===== src/design/lsbse_pkg.sv =====
// ----------------------------------------------------------------------------
// lsbse_pkg
// Shared types and codes for the lsb stego extractor: item structs, status
// codes and configuration register indexes.
// ----------------------------------------------------------------------------
package lsbse_pkg;

  // field widths
  localparam int unsigned BYTE_W   = 8;
  localparam int unsigned STATUS_W = 3;
  localparam int unsigned DIM_W    = 15;
  localparam int unsigned CFG_IDX_W = 1;

  // configuration register indexes
  localparam logic [CFG_IDX_W-1:0] CFG_IMAGE_WIDTH  = 1'd0;
  localparam logic [CFG_IDX_W-1:0] CFG_IMAGE_HEIGHT = 1'd1;

  // result status codes
  localparam logic [STATUS_W-1:0] ST_DATA  = 3'd0;
  localparam logic [STATUS_W-1:0] ST_BADW  = 3'd1;
  localparam logic [STATUS_W-1:0] ST_LONG  = 3'd2;
  localparam logic [STATUS_W-1:0] ST_SMALL = 3'd3;
  localparam logic [STATUS_W-1:0] ST_EMPTY = 3'd4;

  // one cover image byte
  typedef struct packed {
    logic [BYTE_W-1:0] cover_byte;
    logic              first_of_image;
  } in_item_t;

  // one recovered result
  typedef struct packed {
    logic [BYTE_W-1:0]   message_byte;
    logic                last_of_message;
    logic [STATUS_W-1:0] status;
  } out_item_t;

endpackage


===== src/design/lsb_stego_extractor.sv =====
// ----------------------------------------------------------------------------
// lsb_stego_extractor
// Recovers a message hidden in the low bits of RGBA image bytes: mode byte,
// 32-bit byte-swapped length, then message bytes with a last flag and status.
// ----------------------------------------------------------------------------
//
//   channel | direction | handshake            | payload
//   --------+-----------+----------------------+----------------------------
//   in_     | input     | in_valid / in_stall  | lsbse_pkg::in_item_t
//   out_    | output    | out_valid / out_stall| lsbse_pkg::out_item_t
//   cfg_    | input     | cfg_valid / cfg_ready| cfg_index, cfg_data
//
// One byte per cycle while the result side does not stall; a transferred byte
// passes through the input register and the parse logic into the result
// register. Synchronous active-low reset clears the parser and sets both
// image dimensions to 1. A stalled result holds the result register; the
// input side stalls only when the input register cannot move on.
// cfg_ready is always high.

module lsb_stego_extractor (
  input  logic                               clk,
  input  logic                               rst_n,
  // input byte channel
  input  logic                               in_valid,
  output logic                               in_stall,
  input  lsbse_pkg::in_item_t                in_data,
  // result channel
  output logic                               out_valid,
  input  logic                               out_stall,
  output lsbse_pkg::out_item_t               out_data,
  // configuration write channel
  input  logic                               cfg_valid,
  output logic                               cfg_ready,
  input  logic [lsbse_pkg::CFG_IDX_W-1:0]    cfg_index,
  input  logic [lsbse_pkg::DIM_W-1:0]        cfg_data
);

  // parser phases
  localparam logic [1:0] PH_MODE = 2'd0;
  localparam logic [1:0] PH_LEN  = 2'd1;
  localparam logic [1:0] PH_DATA = 2'd2;
  localparam logic [1:0] PH_DONE = 2'd3;

  localparam int unsigned PROD_W = 2 * lsbse_pkg::DIM_W;

  // capacity for each symbol width, wrapping to 32 bits
  function automatic logic [31:0] cap_of(input logic [PROD_W-1:0] prod,
                                          input logic [2:0] k);
    logic [31:0] p32;
    logic [31:0] res;
    p32 = {{(32-PROD_W){1'b0}}, prod};
    case (k)
      3'd1:    res = (p32 >> 1) - 32'd33;
      3'd2:    res = p32 - 32'd17;
      default: res = (p32 << 1) - 32'd9;
    endcase
    return res;
  endfunction

  // configuration registers
  logic [lsbse_pkg::DIM_W-1:0] image_width_r;
  logic [lsbse_pkg::DIM_W-1:0] image_height_r;
  logic [PROD_W-1:0]           pixels_r;

  // input register
  logic                  s_valid_r;
  lsbse_pkg::in_item_t   s_item_r;

  // parser state
  logic [1:0]  phase_r,         phase_nxt;
  logic [2:0]  symbol_width_r,  symbol_width_nxt;
  logic [31:0] length_gather_r, length_gather_nxt;
  logic [4:0]  chunk_offset_r,  chunk_offset_nxt;
  logic [7:0]  byte_gather_r,   byte_gather_nxt;
  logic [31:0] bytes_left_r,    bytes_left_nxt;

  // result register
  logic                  out_valid_r;
  lsbse_pkg::out_item_t  out_item_r;
  logic                  emit;
  lsbse_pkg::out_item_t  res_item;

  logic        advance;
  logic [1:0]  ph;
  logic [3:0]  chunk;
  logic [5:0]  off_sum;
  logic [31:0] len_full;
  logic [31:0] len_swap;
  logic [31:0] cap_sel;
  logic [7:0]  byte_full;
  logic [31:0] left_dec;

  assign cfg_ready = 1'b1;
  assign out_valid = out_valid_r;
  assign out_data  = out_item_r;

  // the input register moves when the result register is free or drains
  assign advance  = s_valid_r && (!out_valid_r || !out_stall);
  assign in_stall = s_valid_r && !advance;

  // configuration writes and pixel count
  always_ff @(posedge clk) begin
    if (!rst_n) begin
      image_width_r  <= lsbse_pkg::DIM_W'(1);
      image_height_r <= lsbse_pkg::DIM_W'(1);
      pixels_r       <= PROD_W'(1);
    end else begin
      if (cfg_valid && cfg_ready) begin
        unique case (cfg_index)
          lsbse_pkg::CFG_IMAGE_WIDTH:  image_width_r  <= cfg_data;
          lsbse_pkg::CFG_IMAGE_HEIGHT: image_height_r <= cfg_data;
          default: ;
        endcase
      end
      pixels_r <= PROD_W'(image_width_r) * PROD_W'(image_height_r);
    end
  end

  // input register
  always_ff @(posedge clk) begin
    if (!rst_n) begin
      s_valid_r <= 1'b0;
    end else if (!in_stall) begin
      s_valid_r <= in_valid;
    end
  end

  always_ff @(posedge clk) begin
    if (in_valid && !in_stall) begin
      s_item_r <= in_data;
    end
  end

  // chunk extraction and gather arithmetic
  always_comb begin
    case (symbol_width_r)
      3'd1:    chunk = {3'b000, s_item_r.cover_byte[0]};
      3'd2:    chunk = {2'b00, s_item_r.cover_byte[1:0]};
      default: chunk = s_item_r.cover_byte[3:0];
    endcase
    cap_sel   = cap_of(pixels_r, symbol_width_r);
    off_sum   = {1'b0, chunk_offset_r} + {3'b000, symbol_width_r};
    len_full  = length_gather_r | ({28'd0, chunk} << chunk_offset_r);
    len_swap  = {len_full[7:0], len_full[15:8], len_full[23:16], len_full[31:24]};
    byte_full = byte_gather_r | 8'({4'd0, chunk} << chunk_offset_r[2:0]);
    left_dec  = bytes_left_r - 32'd1;
  end

  // parser next state and result
  always_comb begin
    phase_nxt         = phase_r;
    symbol_width_nxt  = symbol_width_r;
    length_gather_nxt = length_gather_r;
    chunk_offset_nxt  = chunk_offset_r;
    byte_gather_nxt   = byte_gather_r;
    bytes_left_nxt    = bytes_left_r;
    emit              = 1'b0;
    res_item          = '0;
    res_item.status   = lsbse_pkg::ST_DATA;

    ph = s_item_r.first_of_image ? PH_MODE : phase_r;

    unique case (ph)
      PH_MODE: begin
        length_gather_nxt = '0;
        chunk_offset_nxt  = '0;
        byte_gather_nxt   = '0;
        bytes_left_nxt    = '0;
        symbol_width_nxt  = {1'b0, s_item_r.cover_byte[1:0]} + 3'd1;
        if (pixels_r < PROD_W'(5)) begin
          phase_nxt                = PH_DONE;
          emit                     = 1'b1;
          res_item.last_of_message = 1'b1;
          res_item.status          = lsbse_pkg::ST_SMALL;
        end else if (s_item_r.cover_byte[1:0] == 2'd2) begin
          phase_nxt                = PH_DONE;
          emit                     = 1'b1;
          res_item.last_of_message = 1'b1;
          res_item.status          = lsbse_pkg::ST_BADW;
        end else begin
          phase_nxt = PH_LEN;
        end
      end
      PH_LEN: begin
        length_gather_nxt = len_full;
        if (off_sum >= 6'd32) begin
          chunk_offset_nxt = '0;
          if (len_swap > cap_sel) begin
            phase_nxt                = PH_DONE;
            emit                     = 1'b1;
            res_item.last_of_message = 1'b1;
            res_item.status          = lsbse_pkg::ST_LONG;
          end else if (len_swap == 32'd0) begin
            phase_nxt                = PH_DONE;
            emit                     = 1'b1;
            res_item.last_of_message = 1'b1;
            res_item.status          = lsbse_pkg::ST_EMPTY;
          end else begin
            bytes_left_nxt  = len_swap;
            byte_gather_nxt = '0;
            phase_nxt       = PH_DATA;
          end
        end else begin
          chunk_offset_nxt = off_sum[4:0];
        end
      end
      PH_DATA: begin
        if (off_sum >= 6'd8) begin
          chunk_offset_nxt      = '0;
          byte_gather_nxt       = '0;
          bytes_left_nxt        = left_dec;
          emit                  = 1'b1;
          res_item.message_byte = byte_full;
          if (left_dec == 32'd0) begin
            res_item.last_of_message = 1'b1;
            phase_nxt                = PH_DONE;
          end
        end else begin
          byte_gather_nxt  = byte_full;
          chunk_offset_nxt = off_sum[4:0];
        end
      end
      default: begin
        phase_nxt = PH_DONE;
      end
    endcase
  end

  // parser state registers
  always_ff @(posedge clk) begin
    if (!rst_n) begin
      phase_r         <= PH_MODE;
      symbol_width_r  <= '0;
      length_gather_r <= '0;
      chunk_offset_r  <= '0;
      byte_gather_r   <= '0;
      bytes_left_r    <= '0;
    end else if (advance) begin
      phase_r         <= phase_nxt;
      symbol_width_r  <= symbol_width_nxt;
      length_gather_r <= length_gather_nxt;
      chunk_offset_r  <= chunk_offset_nxt;
      byte_gather_r   <= byte_gather_nxt;
      bytes_left_r    <= bytes_left_nxt;
    end
  end

  // result register: load on advance, drain on transfer
  always_ff @(posedge clk) begin
    if (!rst_n) begin
      out_valid_r <= 1'b0;
    end else if (advance) begin
      out_valid_r <= emit;
    end else if (!out_stall) begin
      out_valid_r <= 1'b0;
    end
  end

  always_ff @(posedge clk) begin
    if (advance && emit) begin
      out_item_r <= res_item;
    end
  end

`ifndef SYNTHESIS
  // status-only results always close the image
  a_status_last: assert property (@(posedge clk) disable iff (!rst_n)
    out_valid_r && (out_item_r.status != lsbse_pkg::ST_DATA)
      |-> out_item_r.last_of_message)
    else $error("status result without last flag");

  // status-only results carry a zero byte
  a_status_zero: assert property (@(posedge clk) disable iff (!rst_n)
    out_valid_r && (out_item_r.status != lsbse_pkg::ST_DATA)
      |-> (out_item_r.message_byte == 8'd0))
    else $error("status result with nonzero byte");

  // trailing bytes after the final result produce nothing
  a_done_quiet: assert property (@(posedge clk) disable iff (!rst_n)
    advance && (phase_r == PH_DONE) && !s_item_r.first_of_image |=> !out_valid_r)
    else $error("result emitted for a trailing byte");

  // the input side only stalls with a byte waiting in the input register
  a_stall_held: assert property (@(posedge clk) disable iff (!rst_n)
    in_stall |-> s_valid_r && out_valid_r && out_stall)
    else $error("input stall without a blocked result");
`endif

endmodule


===== config.mk =====
export PLATFORM = sky130hd
export DESIGN_NAME = lsb_stego_extractor
export DESIGN_NICKNAME = d
export VERILOG_FILES = /design/src/design/lsbse_pkg.sv /design/src/design/lsb_stego_extractor.sv
export SDC_FILE = /design/constraint.sdc
export NUM_CORES = 1
export LEC_CHECK = 0
export BUFFER_PORTS_ARGS = -buffer_cell sky130_fd_sc_hd__buf_2
export CAP_MARGIN = 20
export CORE_AREA = 2 2 163 165
export CTS_BUF_LIST = sky130_fd_sc_hd__clkbuf_4
export DETAILED_ROUTE_END_ITERATION = 10
export DIE_AREA = 0 0 165 167
export PLACE_DENSITY = 0.89
export SLEW_MARGIN = 20
export SYNTH_ARGS = -nofsm -noshare
export SYNTH_HDL_FRONTEND = slang
export SYNTH_SLANG_ARGS = --single-unit

===== constraint.sdc =====
create_clock -name clk -period 18.25 [get_ports clk]
set_input_delay 3.65 -clock clk [delete_from_list [all_inputs] [get_ports clk]]
set_output_delay 3.65 -clock clk [all_outputs]
set_load 0.03 [all_outputs]

# Word level (Yosys, flattened, before mapping)
# Index checks and enable logic that the tools add are counted.
# classes
n_addsub	6
multipliers	1
order_cmp	4
eq_ne	11
shift	2
mux	43
bitwise_logic	3
n_reduce_logical	23
# op_table
operator	count
32-bit two-way mux	4
32-bit case mux with 2 select lines	2
32-bit case mux with 3 select lines	1
32-bit zero test	2
32-bit > comparator	1
8-bit two-way mux	4
32-bit OR	1
4-bit by 5-bit left shift with 32-bit output	1
31-bit by 4-bit subtractor with 32-bit output, second input constant	1
32-bit by 1-bit subtractor with 32-bit output, second input constant	1
30-bit by 5-bit subtractor with 31-bit output, second input constant	1
30-bit by 3-bit less-than comparator with 1-bit output, second input constant	1
15-bit by 15-bit multiplier with 30-bit output	1
29-bit by 6-bit subtractor with 30-bit output, second input constant	1
8-bit case mux with 3 select lines	1
4-bit two-way mux	5
5-bit case mux with 3 select lines	1
1-bit two-way mux	12
2-bit two-way mux	6
2-bit AND reduction	6
5-bit two-way mux	2
2-bit inequality test, second input constant	5
8-bit OR	1
4-bit case mux with 2 select lines	1
other kinds (23)	31
# word_totals
reg_bits	161
input_bits	30

# Longest topological paths before layout
# logic_depth
ltp_word	10
mapped_depth	23
mapped_depth_nobuf	22

# Worst setup path before layout
# OpenSTA, ideal clock, no wires.
# synth_path
path_type	input port to output port
start	in out_stall
end	out in_stall
arrival_time_ns	4.001
required_ns	14.600
slack_ns	10.599
stages	1
n_path_buf	0
path_cell_list	and3_1
# synth_via
elab_chain_len	5
# synth_lines
item	line	source
start, declared	lsb_stego_extractor.sv:29	input logic out_stall,
1-bit zero test	-	
1-bit logical OR	lsb_stego_extractor.sv:98	assign advance = s_valid_r && (!out_valid_r || !out_stall);
1-bit logical AND	lsb_stego_extractor.sv:98	
1-bit zero test	lsb_stego_extractor.sv:99	assign in_stall = s_valid_r && !advance;
1-bit logical AND	lsb_stego_extractor.sv:99	
end, declared	lsb_stego_extractor.sv:25	output logic in_stall,
# No other way between the ends.

# Worst setup path in the final report
# Ends and elaborated chain as after synthesis.

==> out/metrics.csv <==
stage,metric,value,unit
power,Pleak,8.545,nW
grt,vias in the first global route,16515,
sta,achievable frequency,128.3,MHz
power,Pwr Density,54.82,nW/um^2
sta,Setup TNS,0,ns
floorplan,initial core utilization,70.06,%
placed_design,Placed Cells,2495,
drt,initial DRC count,1709,
grt,grt total ovfl,0,
clocking,CTS buffer count,17,
sta,fin crit share,42.70,%
finish,layout cell share with drive strength beyond 1,5.155,%
floorplan,core area,25760,sq um
floorplan,io pins,45,
grt,largest net degree at the start of global routing,60,
floorplan,Die Y,167,um
clocking,htree depth,4,
yosys,Mapped Cells,2242,
grt,first-pass GRT wire length,81590,um
worst_setup_path,critical path required time,14.60,ns
finish,"non-filler cells, final",2528,
worst_setup_path,CP arrival,4.14,ns
worst_setup_path,startpoint types,input port,
placed_design,Placer Congestion,0.9552,
finish,Synth-to-Final Area Change,2.793,%
finish,"commonest non-fill, non-tap cells in the layout","304 x nand2_1, 208 x inv_1, 168 x fa_1, 162 x nor2_1, 149 x a21oi_1",
yosys,mapped cell area,18050,sq um
worst_setup_path,reg-to-reg setup timing slack,11.41,ns
power,Peak VDD IR,0.05243,mV
yosys,post-synthesis sequential area ratio,18.80,%
sta,Worst slew margin,28.34,%
drt,routed len/inst,19.75,um
sta,Final setup violation count,0,
clocking,Clock Latency Late Sink,0.63,ns
grt,GR Util All Layers,37.06,%
clocking,CTS Hold Bufs,0,
finish,"most common cell after layout, fill and taps aside",nand2_1,
placed_design,placed wire-length estimate,37950,um
placed_design,IO Port Bufs,39,
floorplan,die area,27560,sq um
clocking,Post-CTS Setup Repair Bufs,0,
sta,final slew viol count,0,
drt,vias per inst,6.481,
clocking,CTS resizes,0,
worst_setup_path,Crit Path Class,input port to output pin,
job,MaxCap Viol Count,0,
floorplan,# rows,59,
sta,hold violation count in the final report,0,
status,status,"complete, no violations",
drt,Vias,16383,
sta,clock skew,0.04114,ns
yosys,Post-Syn Area per Cell,8.051,sq um
clocking,TritonCTS clock tree,done,
power,overall power,1.017,mW
yosys,syn nets,2582,
yosys,Post-synth top flop,dfxtp_1,
finish,final net count,2519,
drt,final WL,49920,um
drt,Remaining DRCs,0,
sta,Slew @ Worst Pin,1.074,ns
drt,Antenna Nets Post-Route,0,
min_path,Hold WC Path Type,register to register,
yosys,Yosys warning total,0,
yosys,Synth cell types,84,
clocking,CTS Sinks,161,
clocking,CTS Root Cell,clkbuf_4,
yosys,"Async S/R FF share, synth",0,%
yosys,"EDFF count, synth",17,
worst_setup_path,Critical Path End Type,output pin,
clocking,Worst-path clk slew,0.17,ns
grt,initial antenna violation count,2,
worst_setup_path,crit-path max FO,3,
sta,crit path time final,7.793,ns
sta,RSZ-0062 raised after global routing,no,
placed_design,"Cell Area, Placed",18220,sq um
drt,1st-pass router iterations,8,
finish,fin area,18550,sq um
yosys,Synth Register Bits,161,
floorplan,Die W,165,um
clocking,Longest Clk Path Bufs,2,
-- area by class of cell --
type                       count  area, sq um
antenna                        1        2.502
clock buffer                  18        135.1
clock inverter                14        190.2
fill                        1976         7209
inverter                     211        793.3
multi-input combinational   1732        13300
sequential                   161         3393
tap                          335        419.2
timing repair buffer          56        322.8
-- report_power, final --
part	internal [mW]	switching [mW]	total [mW]
registers	0.369	0.0312	0.400
clock network	0.0899	0.158	0.247
logic	0.144	0.225	0.370
-- state kept, by name, indices dropped and copies added, names as in the netlist --
signal,count
phase_r,2
out_data,12
chunk_offset_r,5
symbol_width_r,3
image_height_r,15
s_valid_r,1
bytes_left_r,32
pixels_r,30
image_width_r,15
byte_gather_r,8
s_item_r,5
length_gather_r,32
out_valid,1
-- final timing paths --
| kind | from | end | depth (start not counted) |
|---|---|---|---|
| max | out_stall | in_stall | 3 |
| min | length_gather_r[16]$_SDFFE_PN0P_ | length_gather_r[16]$_SDFFE_PN0P_ | 2 |
| max reg2reg | image_height_r[5]$_SDFFE_PN0P_ | pixels_r[29]$_SDFF_PN0_ | 19 |
| min reg2reg | length_gather_r[16]$_SDFFE_PN0P_ | length_gather_r[16]$_SDFFE_PN0P_ | 2 |
-- worst max-delay path, cell delays in order --
cell	delay [ns]
buf_2	0.08
and3_1	0.20
buf_2	0.21
-- through the flow --
step	worst slack (ns)	utilization [%]	hold slack (ns)
floorplan	10.60	-	0.4316
global placement	10.48	70.73	0.4398
detailed placement	10.46	70.73	0.4501
CTS	10.46	72.00	0.4701
global route	10.41	72.02	0.4856
finish	10.46	72.02	0.4705
-- cell usage after synthesis, types with 43 or more instances --
library cell / count / area share, %
nand4_1: 45 / 1.6
a21oi_1: 149 / 4.1
o21ai_0: 88 / 2.4
a21o_1: 50 / 2.1
dfxtp_1: 144 / 16
ha_1: 142 / 9.8
nor4_1: 43 / 1.5
nor2_1: 163 / 3.4
xnor2_1: 70 / 3.4
inv_1: 209 / 4.3
clkbuf_1: 118 / 2.5
xor2_1: 62 / 3.0
nand2_1: 304 / 6.3
fa_1: 168 / 19
and2_1: 113 / 3.9
-- layer usage --
metal / up-vias / global-route usage, % / wire (um) / part of all wire (%)
li1: 7466 / - / - / -
met1: 7816 / 43.84 / 18300 / 37
met2: 872 / 62.68 / 24300 / 49
met3: 227 / 6.027 / 4087 / 8.2
met4: 2 / 22.53 / 3211 / 6.4
met5: - / 0 / 13 / 0.026
-- kinds of logic (layout without fill, tap and decap cells) --
family / Yosys count / count (layout) / share of synthesized area [%]
simple gates: 838 / 838 / 22.80
fa+ha+maj: 310 / 310 / 28.48
flops: 161 / 161 / 18.80
other cells: 1 / 2 / 0.02078
mux: 7 / 7 / 0.3951
xor+xnor: 133 / 133 / 6.495
compound gates: 443 / 443 / 15.43
buf+inv: 349 / 299 / 7.583
(Power assumes the default switching activity.)
